### config.mk
export PLATFORM = sky130hd
export DESIGN_NAME = multichannel_sine_sample_generator
export DESIGN_NICKNAME = d
export VERILOG_FILES = /design/src/hdl/mssg_pkg.sv /design/src/hdl/mssg_apb_regs.sv /design/src/hdl/mssg_mul_unit.sv /design/src/hdl/mssg_sine_lut.sv /design/src/hdl/multichannel_sine_sample_generator.sv
export VERILOG_INCLUDE_DIRS = /design/src /design/src/hdl
export SDC_FILE = /design/constraint.sdc
export NUM_CORES = 2
export LEC_CHECK = 0
export BUFFER_PORTS_ARGS = -buffer_cell sky130_fd_sc_hd__buf_2
export CAP_MARGIN = 15
export CELL_PAD_IN_SITES_DETAIL_PLACEMENT = 0
export CELL_PAD_IN_SITES_GLOBAL_PLACEMENT = 1
export CORE_ASPECT_RATIO = 1.5
export CORE_MARGIN = 2
export CORE_UTILIZATION = 50
export CTS_BUF_LIST = sky130_fd_sc_hd__clkbuf_8
export DETAILED_ROUTE_END_ITERATION = 7
export PLACE_DENSITY = 0.92
export SYNTH_ARGS = -nofsm -noshare
export SYNTH_HDL_FRONTEND = slang
export SYNTH_SLANG_ARGS = --single-unit
export TNS_END_PERCENT = 20
### constraint.sdc
create_clock -name aclk -period 24.5 [get_ports aclk]
set_clock_uncertainty 0.2 [all_clocks]
set_input_delay 1.225 -clock aclk [delete_from_list [all_inputs] [get_ports aclk]]
set_output_delay 1.225 -clock aclk [all_outputs]
set_load 0.01 [all_outputs]
### src/hdl/multichannel_sine_sample_generator_defines.svh
// Assertion macros shared by the sine sample generator RTL.
// Expects aclk and aresetn to be visible in the including module.
`ifndef MULTICHANNEL_SINE_SAMPLE_GENERATOR_DEFINES_SVH
`define MULTICHANNEL_SINE_SAMPLE_GENERATOR_DEFINES_SVH

// Checked only while out of reset.
`define MSSG_ASSERT(label, prop, msg) \
    label: assert property (@(posedge aclk) disable iff (!aresetn) (prop)) else $error(msg);

// Checked at every edge, reset included.
`define MSSG_ASSERT_ALWAYS(label, prop, msg) \
    label: assert property (@(posedge aclk) (prop)) else $error(msg);

`endif

### src/hdl/mssg_pkg.sv
// Shared types, constants and the quarter-wave sine table of the sine sample generator.
// No dependencies; every RTL module imports this package.
package mssg_pkg;

    localparam int NUM_CHANNELS    = 4;
    localparam int CH_W            = 2;
    localparam int MAX_SAMPLES_DEF = 64;
    localparam int SINE_TABLE_BITS = 10;
    localparam int QUARTER_BITS    = SINE_TABLE_BITS - 2;
    localparam int QUARTER_LEN     = 1 << QUARTER_BITS;
    localparam int HALF_SPAN       = 2 * QUARTER_LEN;

    localparam int PHASE_W   = 32;
    localparam int CNT_W     = 32;
    localparam int CYC_W     = 8;
    localparam int GAIN_W    = 16;
    localparam int SET_W     = 48;
    localparam int MAG_W     = 15;
    localparam int VALUE_W   = 17;
    localparam int SPC_W     = 7;
    localparam int SIDX_W    = 6;
    localparam int ADDR_W    = 6;
    localparam int PDATA_W   = 64;
    localparam int REG_IDX_W = 3;

    // Register indexes; the four channel settings occupy indexes 0 to 3.
    localparam logic [REG_IDX_W-1:0] REG_PERIOD = 3'd4;
    localparam logic [REG_IDX_W-1:0] REG_SPC    = 3'd5;

    localparam logic [PHASE_W-1:0] PERIOD_RESET = 32'd1000;
    localparam logic [SPC_W-1:0]   SPC_RESET    = 7'd1;

    // Input operation codes.
    localparam logic OP_TICK    = 1'b0;
    localparam logic OP_RESTART = 1'b1;

    localparam longint unsigned PI_Q30   = 64'd3373259426;
    localparam longint unsigned ONE_Q30  = 64'd1 << 30;
    localparam longint unsigned SINE_MAX = 64'd32767;

    typedef struct packed {
        logic [NUM_CHANNELS-1:0][GAIN_W-1:0]  gain;
        logic [NUM_CHANNELS-1:0][PHASE_W-1:0] incr;
        logic [PHASE_W-1:0]                   period;
        logic [SPC_W-1:0]                     spc;
    } cfg_t;

    typedef logic [MAG_W-1:0] qtab_t [QUARTER_LEN];

    // round(32767 * sin(pi/2 * j / QUARTER_LEN)) by a Q2.30 Taylor series.
    function automatic logic [MAG_W-1:0] quarter_sine(input int unsigned j);
        longint unsigned x;
        longint unsigned x2;
        longint unsigned term;
        longint unsigned sum;
        longint unsigned v;
        x    = (longint'(j) * PI_Q30 + longint'(QUARTER_LEN)) / HALF_SPAN;
        x2   = (x * x) >> 30;
        term = ((x * x2) >> 30) / 6;
        sum  = (x >= term) ? x - term : 64'd0;
        term = ((term * x2) >> 30) / 20;
        sum  = sum + term;
        term = ((term * x2) >> 30) / 42;
        sum  = (sum >= term) ? sum - term : 64'd0;
        term = ((term * x2) >> 30) / 72;
        sum  = sum + term;
        term = ((term * x2) >> 30) / 110;
        sum  = (sum >= term) ? sum - term : 64'd0;
        term = ((term * x2) >> 30) / 156;
        sum  = sum + term;
        term = ((term * x2) >> 30) / 210;
        sum  = (sum >= term) ? sum - term : 64'd0;
        v    = (sum * SINE_MAX + (ONE_Q30 >> 1)) >> 30;
        if (v > SINE_MAX) begin
            v = SINE_MAX;
        end
        return MAG_W'(v);
    endfunction

    function automatic qtab_t build_qtab();
        qtab_t t;
        for (int i = 0; i < QUARTER_LEN; i++) begin
            t[i] = quarter_sine(i);
        end
        return t;
    endfunction

    localparam qtab_t            QSINE_TAB  = build_qtab();
    localparam logic [MAG_W-1:0] QSINE_PEAK = quarter_sine(QUARTER_LEN);

endpackage

### src/hdl/mssg_apb_regs.sv
// APB configuration registers of the sine sample generator.
// Depends on mssg_pkg for the register map and the cfg_t bundle.
module mssg_apb_regs (
    input  logic                           aclk,
    input  logic                           aresetn,
    input  logic                           psel,
    input  logic                           penable,
    input  logic                           pwrite,
    input  logic [mssg_pkg::ADDR_W-1:0]    paddr,
    input  logic [mssg_pkg::PDATA_W-1:0]   pwdata,
    output logic [mssg_pkg::PDATA_W-1:0]   prdata,
    output mssg_pkg::cfg_t                 cfg
);
    import mssg_pkg::*;

    logic [SET_W-1:0]     chan_reg [NUM_CHANNELS];
    logic [PHASE_W-1:0]   period_reg;
    logic [SPC_W-1:0]     spc_reg;
    logic [REG_IDX_W-1:0] reg_idx;
    logic                 wr_en;

    // Registers sit on 8-byte boundaries.
    assign reg_idx = paddr[ADDR_W-1 -: REG_IDX_W];
    assign wr_en   = psel && penable && pwrite;

    always_ff @(posedge aclk) begin
        if (!aresetn) begin
            for (int k = 0; k < NUM_CHANNELS; k++) begin
                chan_reg[k] <= '0;
            end
            period_reg <= PERIOD_RESET;
            spc_reg    <= SPC_RESET;
        end else if (wr_en) begin
            priority if (reg_idx < REG_IDX_W'(NUM_CHANNELS)) begin
                chan_reg[reg_idx[CH_W-1:0]] <= pwdata[SET_W-1:0];
            end else if (reg_idx == REG_PERIOD) begin
                period_reg <= pwdata[PHASE_W-1:0];
            end else if (reg_idx == REG_SPC) begin
                spc_reg <= pwdata[SPC_W-1:0];
            end
        end
    end

    always_comb begin
        priority if (reg_idx < REG_IDX_W'(NUM_CHANNELS)) begin
            prdata = PDATA_W'(chan_reg[reg_idx[CH_W-1:0]]);
        end else if (reg_idx == REG_PERIOD) begin
            prdata = PDATA_W'(period_reg);
        end else if (reg_idx == REG_SPC) begin
            prdata = PDATA_W'(spc_reg);
        end else begin
            prdata = '0;
        end
    end

    always_comb begin
        for (int k = 0; k < NUM_CHANNELS; k++) begin
            cfg.gain[k] = chan_reg[k][SET_W-1 -: GAIN_W];
            cfg.incr[k] = chan_reg[k][PHASE_W-1:0];
        end
        cfg.period = period_reg;
        cfg.spc    = spc_reg;
    end

endmodule

### src/hdl/mssg_mul_unit.sv
// Shared 32 by 32 multiplier keeping the low 32 product bits, registered.
// Depends on mssg_pkg for the operand width.
module mssg_mul_unit (
    input  logic                          aclk,
    input  logic [mssg_pkg::PHASE_W-1:0]  op_a,
    input  logic [mssg_pkg::PHASE_W-1:0]  op_b,
    output logic [mssg_pkg::PHASE_W-1:0]  product
);
    import mssg_pkg::*;

    logic [PHASE_W-1:0] product_reg;

    // Every use of the product wraps modulo 2^32, so the high half is never built.
    always_ff @(posedge aclk) begin
        product_reg <= PHASE_W'(op_a * op_b);
    end

    assign product = product_reg;

endmodule

### src/hdl/mssg_sine_lut.sv
// Full-wave sine lookup built from the quarter-wave table, registered magnitude and sign.
// Depends on mssg_pkg for the table and its widths.
module mssg_sine_lut (
    input  logic                                  aclk,
    input  logic                                  load,
    input  logic [mssg_pkg::SINE_TABLE_BITS-1:0]  phase_idx,
    output logic [mssg_pkg::MAG_W-1:0]            mag,
    output logic                                  neg
);
    import mssg_pkg::*;

    logic [1:0]              quad;
    logic [QUARTER_BITS-1:0] offs;
    logic [QUARTER_BITS-1:0] offs_mirror;
    logic [MAG_W-1:0]        mag_next;
    logic [MAG_W-1:0]        mag_reg;
    logic                    neg_reg;

    assign quad        = phase_idx[SINE_TABLE_BITS-1 -: 2];
    assign offs        = phase_idx[QUARTER_BITS-1:0];
    assign offs_mirror = ~offs + QUARTER_BITS'(1);

    // Odd quadrants run the table backwards; their first entry is the peak.
    always_comb begin
        if (!quad[0]) begin
            mag_next = QSINE_TAB[offs];
        end else if (offs == '0) begin
            mag_next = QSINE_PEAK;
        end else begin
            mag_next = QSINE_TAB[offs_mirror];
        end
    end

    always_ff @(posedge aclk) begin
        if (load) begin
            mag_reg <= mag_next;
            neg_reg <= quad[1];
        end
    end

    assign mag = mag_reg;
    assign neg = neg_reg;

endmodule

### src/hdl/multichannel_sine_sample_generator.sv
// Top level of the four-channel sine sample generator: sequencer and output register.
// Depends on mssg_pkg, mssg_apb_regs, mssg_mul_unit, mssg_sine_lut and the defines header.
//
// Usage: a transaction on the s_ channel is either a tick or a restart. A tick adds
// s_cycles_elapsed to the 32-bit cycle counter and then produces one m_ transaction per
// sample (samples_per_cycle, capped at MAX_SAMPLES), each with counter, time in
// microseconds, sample index, last-sample flag and four channel values gain*sin(phase).
// A restart clears the counter and produces nothing.
// All multiplications run through one shared 32x32 multiplier under a small sequencer,
// and s_ready is low while a tick occupies the block. Each sample needs 8
// multiplier passes and 4 table lookups, plus a hand-off to the output register.
// The output register lets the sequencer start the next sample while a result waits;
// when the receiver stalls, the sequencer holds at its hand-off step until the
// register frees up. A pending result also lets a new tick be accepted.
// Reset (aresetn low, synchronous) clears counter and handshakes, loads register defaults;
// the user writes configuration via the APB port only while idle (the block does not check).
`include "multichannel_sine_sample_generator_defines.svh"

module multichannel_sine_sample_generator #(
    parameter int MAX_SAMPLES = mssg_pkg::MAX_SAMPLES_DEF
) (
    input  logic                                aclk,
    input  logic                                aresetn,
    input  logic                                psel,
    input  logic                                penable,
    input  logic                                pwrite,
    input  logic [mssg_pkg::ADDR_W-1:0]         paddr,
    input  logic [mssg_pkg::PDATA_W-1:0]        pwdata,
    output logic [mssg_pkg::PDATA_W-1:0]        prdata,
    output logic                                pready,
    input  logic                                s_valid,
    output logic                                s_ready,
    input  logic                                s_operation,
    input  logic [mssg_pkg::CYC_W-1:0]          s_cycles_elapsed,
    output logic                                m_valid,
    input  logic                                m_ready,
    output logic [mssg_pkg::CNT_W-1:0]          m_cycle_count,
    output logic [mssg_pkg::PHASE_W-1:0]        m_time_usec,
    output logic [mssg_pkg::SIDX_W-1:0]         m_sample_index,
    output logic signed [mssg_pkg::VALUE_W-1:0] m_value_ch0,
    output logic signed [mssg_pkg::VALUE_W-1:0] m_value_ch1,
    output logic signed [mssg_pkg::VALUE_W-1:0] m_value_ch2,
    output logic signed [mssg_pkg::VALUE_W-1:0] m_value_ch3,
    output logic                                m_last_sample
);
    import mssg_pkg::*;

    localparam int SCNT_W = $clog2(MAX_SAMPLES + 1);
    localparam int ST_W   = 4;

    localparam logic [ST_W-1:0] ST_IDLE  = 4'd0;
    localparam logic [ST_W-1:0] ST_TIME  = 4'd1;
    localparam logic [ST_W-1:0] ST_BASE  = 4'd2;
    localparam logic [ST_W-1:0] ST_SETUP = 4'd3;
    localparam logic [ST_W-1:0] ST_PHASE = 4'd4;
    localparam logic [ST_W-1:0] ST_LOOK  = 4'd5;
    localparam logic [ST_W-1:0] ST_GAIN  = 4'd6;
    localparam logic [ST_W-1:0] ST_STORE = 4'd7;
    localparam logic [ST_W-1:0] ST_EMIT  = 4'd8;

    cfg_t cfg;

    logic [ST_W-1:0]   state_reg, state_next;
    logic [CH_W-1:0]   ch_reg, ch_next, ch_inc;
    logic [SCNT_W-1:0] s_reg, s_next;
    logic [SCNT_W-1:0] n_reg, n_next, n_sat;
    logic [CNT_W-1:0]  counter_reg, counter_next;
    logic              m_valid_reg, m_valid_next;

    logic [PHASE_W-1:0] time_reg;
    logic [PHASE_W-1:0] base_reg;
    logic signed [VALUE_W-1:0] vals_reg [NUM_CHANNELS];

    logic [PHASE_W-1:0] op_a, op_b, product, idx;
    logic [MAG_W-1:0]   lut_mag;
    logic               lut_neg, lut_load;
    logic               time_load, base_load, val_load, out_load;
    logic               out_free, last;
    logic [VALUE_W-1:0] scaled;
    logic [VALUE_W-1:0] val_new;

    mssg_apb_regs u_regs (
        .aclk    (aclk),
        .aresetn (aresetn),
        .psel    (psel),
        .penable (penable),
        .pwrite  (pwrite),
        .paddr   (paddr),
        .pwdata  (pwdata),
        .prdata  (prdata),
        .cfg     (cfg)
    );

    mssg_mul_unit u_mul (
        .aclk    (aclk),
        .op_a    (op_a),
        .op_b    (op_b),
        .product (product)
    );

    mssg_sine_lut u_lut (
        .aclk      (aclk),
        .load      (lut_load),
        .phase_idx (product[PHASE_W-1 -: SINE_TABLE_BITS]),
        .mag       (lut_mag),
        .neg       (lut_neg)
    );

    assign pready   = 1'b1;
    assign s_ready  = (state_reg == ST_IDLE);
    assign out_free = !m_valid_reg || m_ready;
    assign ch_inc   = ch_reg + CH_W'(1);
    assign idx      = base_reg + PHASE_W'(s_reg);
    assign last     = (s_reg == n_reg - SCNT_W'(1));
    assign n_sat    = (cfg.spc > SPC_W'(MAX_SAMPLES)) ? SCNT_W'(MAX_SAMPLES)
                                                      : SCNT_W'(cfg.spc);

    // Magnitude times gain, shifted down by 15; the sign is applied afterwards,
    // which truncates toward zero.
    assign scaled  = product[PHASE_W-1 -: VALUE_W];
    assign val_new = lut_neg ? (~scaled + VALUE_W'(1)) : scaled;

    always_comb begin
        state_next   = state_reg;
        ch_next      = ch_reg;
        s_next       = s_reg;
        n_next       = n_reg;
        counter_next = counter_reg;
        m_valid_next = m_valid_reg && !m_ready;
        op_a         = '0;
        op_b         = '0;
        lut_load     = 1'b0;
        time_load    = 1'b0;
        base_load    = 1'b0;
        val_load     = 1'b0;
        out_load     = 1'b0;
        unique case (state_reg)
            ST_IDLE: begin
                if (s_valid) begin
                    if (s_operation == OP_RESTART) begin
                        counter_next = '0;
                    end else begin
                        counter_next = counter_reg + CNT_W'(s_cycles_elapsed);
                        n_next       = n_sat;
                        state_next   = ST_TIME;
                    end
                end
            end
            ST_TIME: begin
                op_a       = counter_reg;
                op_b       = cfg.period;
                state_next = ST_BASE;
            end
            ST_BASE: begin
                time_load  = 1'b1;
                op_a       = counter_reg;
                op_b       = PHASE_W'(n_reg);
                state_next = ST_SETUP;
            end
            ST_SETUP: begin
                base_load  = 1'b1;
                s_next     = '0;
                ch_next    = '0;
                state_next = (n_reg == '0) ? ST_IDLE : ST_PHASE;
            end
            ST_PHASE: begin
                op_a       = idx;
                op_b       = cfg.incr[ch_reg];
                state_next = ST_LOOK;
            end
            ST_LOOK: begin
                lut_load   = 1'b1;
                state_next = ST_GAIN;
            end
            ST_GAIN: begin
                op_a       = PHASE_W'(lut_mag);
                op_b       = PHASE_W'(cfg.gain[ch_reg]);
                state_next = ST_STORE;
            end
            ST_STORE: begin
                val_load = 1'b1;
                if (ch_reg == CH_W'(NUM_CHANNELS - 1)) begin
                    state_next = ST_EMIT;
                end else begin
                    // The next channel's phase product starts while this value is stored.
                    ch_next    = ch_inc;
                    op_a       = idx;
                    op_b       = cfg.incr[ch_inc];
                    state_next = ST_LOOK;
                end
            end
            ST_EMIT: begin
                if (out_free) begin
                    out_load     = 1'b1;
                    m_valid_next = 1'b1;
                    if (last) begin
                        state_next = ST_IDLE;
                    end else begin
                        s_next     = s_reg + SCNT_W'(1);
                        ch_next    = '0;
                        state_next = ST_PHASE;
                    end
                end
            end
            default: begin
                state_next = ST_IDLE;
            end
        endcase
    end

    always_ff @(posedge aclk) begin
        if (!aresetn) begin
            state_reg   <= ST_IDLE;
            ch_reg      <= '0;
            s_reg       <= '0;
            n_reg       <= '0;
            counter_reg <= '0;
            m_valid_reg <= 1'b0;
        end else begin
            state_reg   <= state_next;
            ch_reg      <= ch_next;
            s_reg       <= s_next;
            n_reg       <= n_next;
            counter_reg <= counter_next;
            m_valid_reg <= m_valid_next;
        end
    end

    always_ff @(posedge aclk) begin
        if (time_load) begin
            time_reg <= product;
        end
        if (base_load) begin
            base_reg <= product;
        end
        if (val_load) begin
            vals_reg[ch_reg] <= val_new;
        end
        if (out_load) begin
            m_cycle_count  <= counter_reg;
            m_time_usec    <= time_reg;
            m_sample_index <= SIDX_W'(s_reg);
            m_value_ch0    <= vals_reg[0];
            m_value_ch1    <= vals_reg[1];
            m_value_ch2    <= vals_reg[2];
            m_value_ch3    <= vals_reg[3];
            m_last_sample  <= last;
        end
    end

    assign m_valid = m_valid_reg;

    `MSSG_ASSERT(a_counter_hold, state_reg != ST_IDLE |=> $stable(counter_reg), "cycle counter changed during a tick")
    `MSSG_ASSERT(a_restart_clears, (s_valid && s_ready && s_operation == OP_RESTART) |=> (counter_reg == '0), "restart did not clear the cycle counter")
    `MSSG_ASSERT(a_sample_in_range, (state_reg == ST_PHASE) |-> (s_reg < n_reg), "sample index ran past the sample count")
    `MSSG_ASSERT(a_emit_loads, (state_reg == ST_EMIT && out_free) |=> m_valid, "finished sample was not handed to the output")
    `MSSG_ASSERT_ALWAYS(a_reset_idle, !aresetn |=> (state_reg == ST_IDLE && !m_valid), "reset did not idle the sequencer")

endmodule
==> results.py <==
metrics = {
    "synthesis": {
        "synth.distinct_cells": 94,
        "synthArstFlopShare_pct": 0,
        "synth_area_leaders": "edfxtp_1 (29%), fa_1 (16%), mux4_2 (5.9%)",
        "ys_warn_count": 0,
        "yosys.area_share.simple_pct": 14.74,
        "ys_seq_area_share_pct": 33.68,
        "synthAdderAreaFrac_pct": 21.14,
        "yosys-mux-area-fraction_pct": 6.433,
        "synth_compound_area_share_pct": 13.32,
        "syn_area_per_cell_um2": 9.520,
        "synth_xor_area_share_pct": 3.055,
        "synthMostInstantiatedCell": "nand2_1",
        "synth_top_area_share_pct": 28.72,
        "synth_top_family_by_area": "adder cells",
        "synth_area_mm2": 0.05008,
        "synth_commonest_cells": "nand2_1 (674), nor2_1 (669), inv_1 (577), edfxtp_1 (479), fa_1 (410)",
        "synth-edff-count": 479,
        "syn_inst": 5261,
        "synth-main-ff-cell": "edfxtp_1",
        "ys_seq_elements": 603,
        "yosysTopAreaCell": "edfxtp_1",
    },
    "cells_and_area": {
        "final_nets": 6031,
        "layout-drive-gt1-share_pct": 13.09,
        "final.fill_count": 8726,
        "largest_reg_flops": 192,
        "fin_cells": 6720,
        "syn_to_final_growth_pct": 8.364,
    },
    "pwr": {
        "p_per_area_mw_per_mm2": 38.98,
        "pwr-share-comb_pct": 7.5,
        "ir_worst_vdd_uv": 38.88,
        "switching_power_mw": 0.5341,
        "internal-power_mw": 1.581,
        "leakage_nw": 21.67,
        "clkPwrFrac_pct": 38.8,
        "sw_frac_of_total_pct": 25.25,
        "power_frac_seq_pct": 53.8,
    },
    "floorplanning": {
        "rows": 142,
        "dieArea_mm2": 0.1028,
        "start_util_pct": 50.25,
        "die_x_um": 262.4,
        "coreArea_mm2": 0.09967,
        "die_h_um": 391.6,
        "io_pins": 292,
    },
    "place": {
        "portBuffers": 255,
        "hpwl_um": 127800,
        "routabilityCongestion": 1.043,
        "dpl.cell_count": 6551,
    },
    "sta": {
        "grt_setup_unrepaired": "false",
        "setup_tns_ns": 0,
        "min_period_over_period_pct": 44.93,
        "slew_headroom_pct": 12.27,
        "worst_pin_slew_ns": 1.302,
        "maxSlewViolCount": 0,
        "period_needed_ns": 11.01,
        "hold_viol_final": 0,
        "holdWs_ns": 0.2127,
        "setup_viol": 0,
        "max_freq_mhz": 90.85,
    },
    "grt": {
        "grt_use_total_pct": 34.93,
        "grt_max_degree": 98,
        "antenna_found_initial": 25,
        "gr-total-overflow": 0,
        "grt_pass1_vias": 42780,
        "grt_pass1_wl_um": 266600,
    },
    "worst_setup_path": {
        "cp-end-kind": "flip-flop",
        "crit_path_max_fanout": 46,
        "r2r_setup_slack_ns": 13.49,
        "worst_ep_required_time_ns": 24.96,
        "critical_path_class": "reg -> reg",
        "cp-start-kind": "flip-flop",
        "arrival_ns": 11.46,
    },
    "clock_network": {
        "cts_tree": "done",
        "cts_buffer_depth": 3,
        "postCtsResizedCells": 0,
        "numCtsBuffers": 86,
        "holdBufCountCts": 0,
        "clk_pin_slew_ns": 0.07,
        "root_buffer": "clkbuf_8",
        "numClockSinks": 603,
        "insertion_delay_ns": 0.77,
        "postCtsSetupBuffers": 0,
        "cts.htree.levels": 3,
    },
    "drt": {
        "drt_iter0_markers": 4423,
        "detail_route.vias_per_cell": 6.359,
        "routed_wl_um": 181000,
        "drtPass1Iterations": 8,
        "drc_errors": 0,
        "wl_per_cell_um": 26.93,
        "vias": 42730,
        "postRouteAntennaNets": 0,
    },
    "min_path": {
        "min_path_type": "reg -> reg",
    },
    "job": {
        "max-cap-violations": 0,
    },
    "outcome": {
        "status": "completed",
    },
}
critical path, cell delays in order, from the launching register on:
cell      delay (ns)
dfxtp_4         0.85
buf_4           0.78
mux4_2          0.67
a222oi_1        0.38
and2_1          0.80
nor2_1          0.16
fa_1            0.55
inv_1           0.05
fa_1            0.40
fa_1            0.52
fa_1            0.55
inv_1           0.05
fa_1            0.50
inv_1           0.05
fa_1            0.53
inv_1           0.05
fa_1            0.52
fa_1            0.51
ha_1            0.38
a21oi_1         0.18
o21ai_0         0.16
o21bai_1        0.20
o21ai_0         0.66
a21oi_1         0.23
a21oi_1         0.44
o21a_1          0.20
o21ai_0         0.12
xnor2_1         0.14
per-stage QoR:
| stage | power, mW | setup slack [ns] | area, µm² | util [%] |
|---|---|---|---|---|
| 5_1_grt | 2.172 | 13.07 | 54270 | 54.45 |
| 4_1_cts | 2.119 | 13.60 | 54240 | 54.41 |
| 6_report | 2.115 | 13.49 | 54270 | 54.45 |
| 3_3_place_gp | 1.308 | 13.67 | 52490 | 52.66 |
| 2_1_floorplan | 1.250 | 14.45 | 50140 | - |
| 3_5_place_dp | 1.313 | 13.58 | 52490 | 52.66 |
per-layer routing:
layer | GRT usage, % | routed length [µm] | vias to the layer above | part of all wire [%]
li1 | - | - | 18230 | -
met1 | 38.65 | 58320 | 20810 | 32
met2 | 58.13 | 87050 | 2798 | 48
met3 | 7.945 | 18670 | 873 | 10
met4 | 28.12 | 16790 | 26 | 9.3
met5 | 0 | 166 | - | 0.092
worst paths after layout:
| kind | from | to | depth (start not counted) |
|---|---|---|---|
| max | ch_reg[0] | u_mul.product[31] | 27 |
| min reg2reg | vals_reg[1][10] | m_value_ch1[10] | 0 |
| max reg2reg | ch_reg[0] | u_mul.product[31] | 27 |
| min | vals_reg[1][10] | m_value_ch1[10] | 0 |
kinds of logic after synthesis:
kind of cell | Yosys count
XOR/XNOR | 166
AO/OA/AOI/OAI | 1032
buffers and inverters | 971
flip-flops | 603
other | 2
adder cells (fa/ha/maj) | 600
AND/OR/NAND/NOR | 1731
multiplexers | 156
power by group through the flow:
stage	Combinational (mW)	Clock [mW]	Sequential [mW]
final	0.158	0.821	1.14
after global routing	0.165	0.868	1.14
after CTS	0.155	0.828	1.14
after detailed placement	0.154	0	1.16
after global placement	0.153	0	1.15
after floorplan	0.0967	0	1.15
layout by cell type (no fill, tap or decap), drive strengths merged, types with 27 or more instances in the layout:
master and count:
fa 410, xnor2 113, clkinv 34, a221oi 33, dfxtp 124, nor2 670
xor2 48, clkbuf 89, o211ai 51, inv 608, a211oi 68, buf 369
a311oi 27, edfxtp 479, a31oi 47, ha 190, a22oi 50, nor2b 32
nand3 106, o311ai 33, o22ai 27, o21ai 252, nor3 64, nand2 676
mux4 132, a21oi 269, nand2b 42
layout make-up:
type                    count  area [µm²]  area share (%)
multi-input cells        3702       29660           54.65
flip-flops and latches    603       16890           31.12
inverters                 582        2190           4.034
repair buffers            370        2142           3.947
well taps                1296        1622           2.988
clock buffers              88        1211           2.232
clock inverters            71       536.8          0.9890
diodes                      8       20.02         0.03689
No activity file was read; power rests on OpenSTA's default activity.
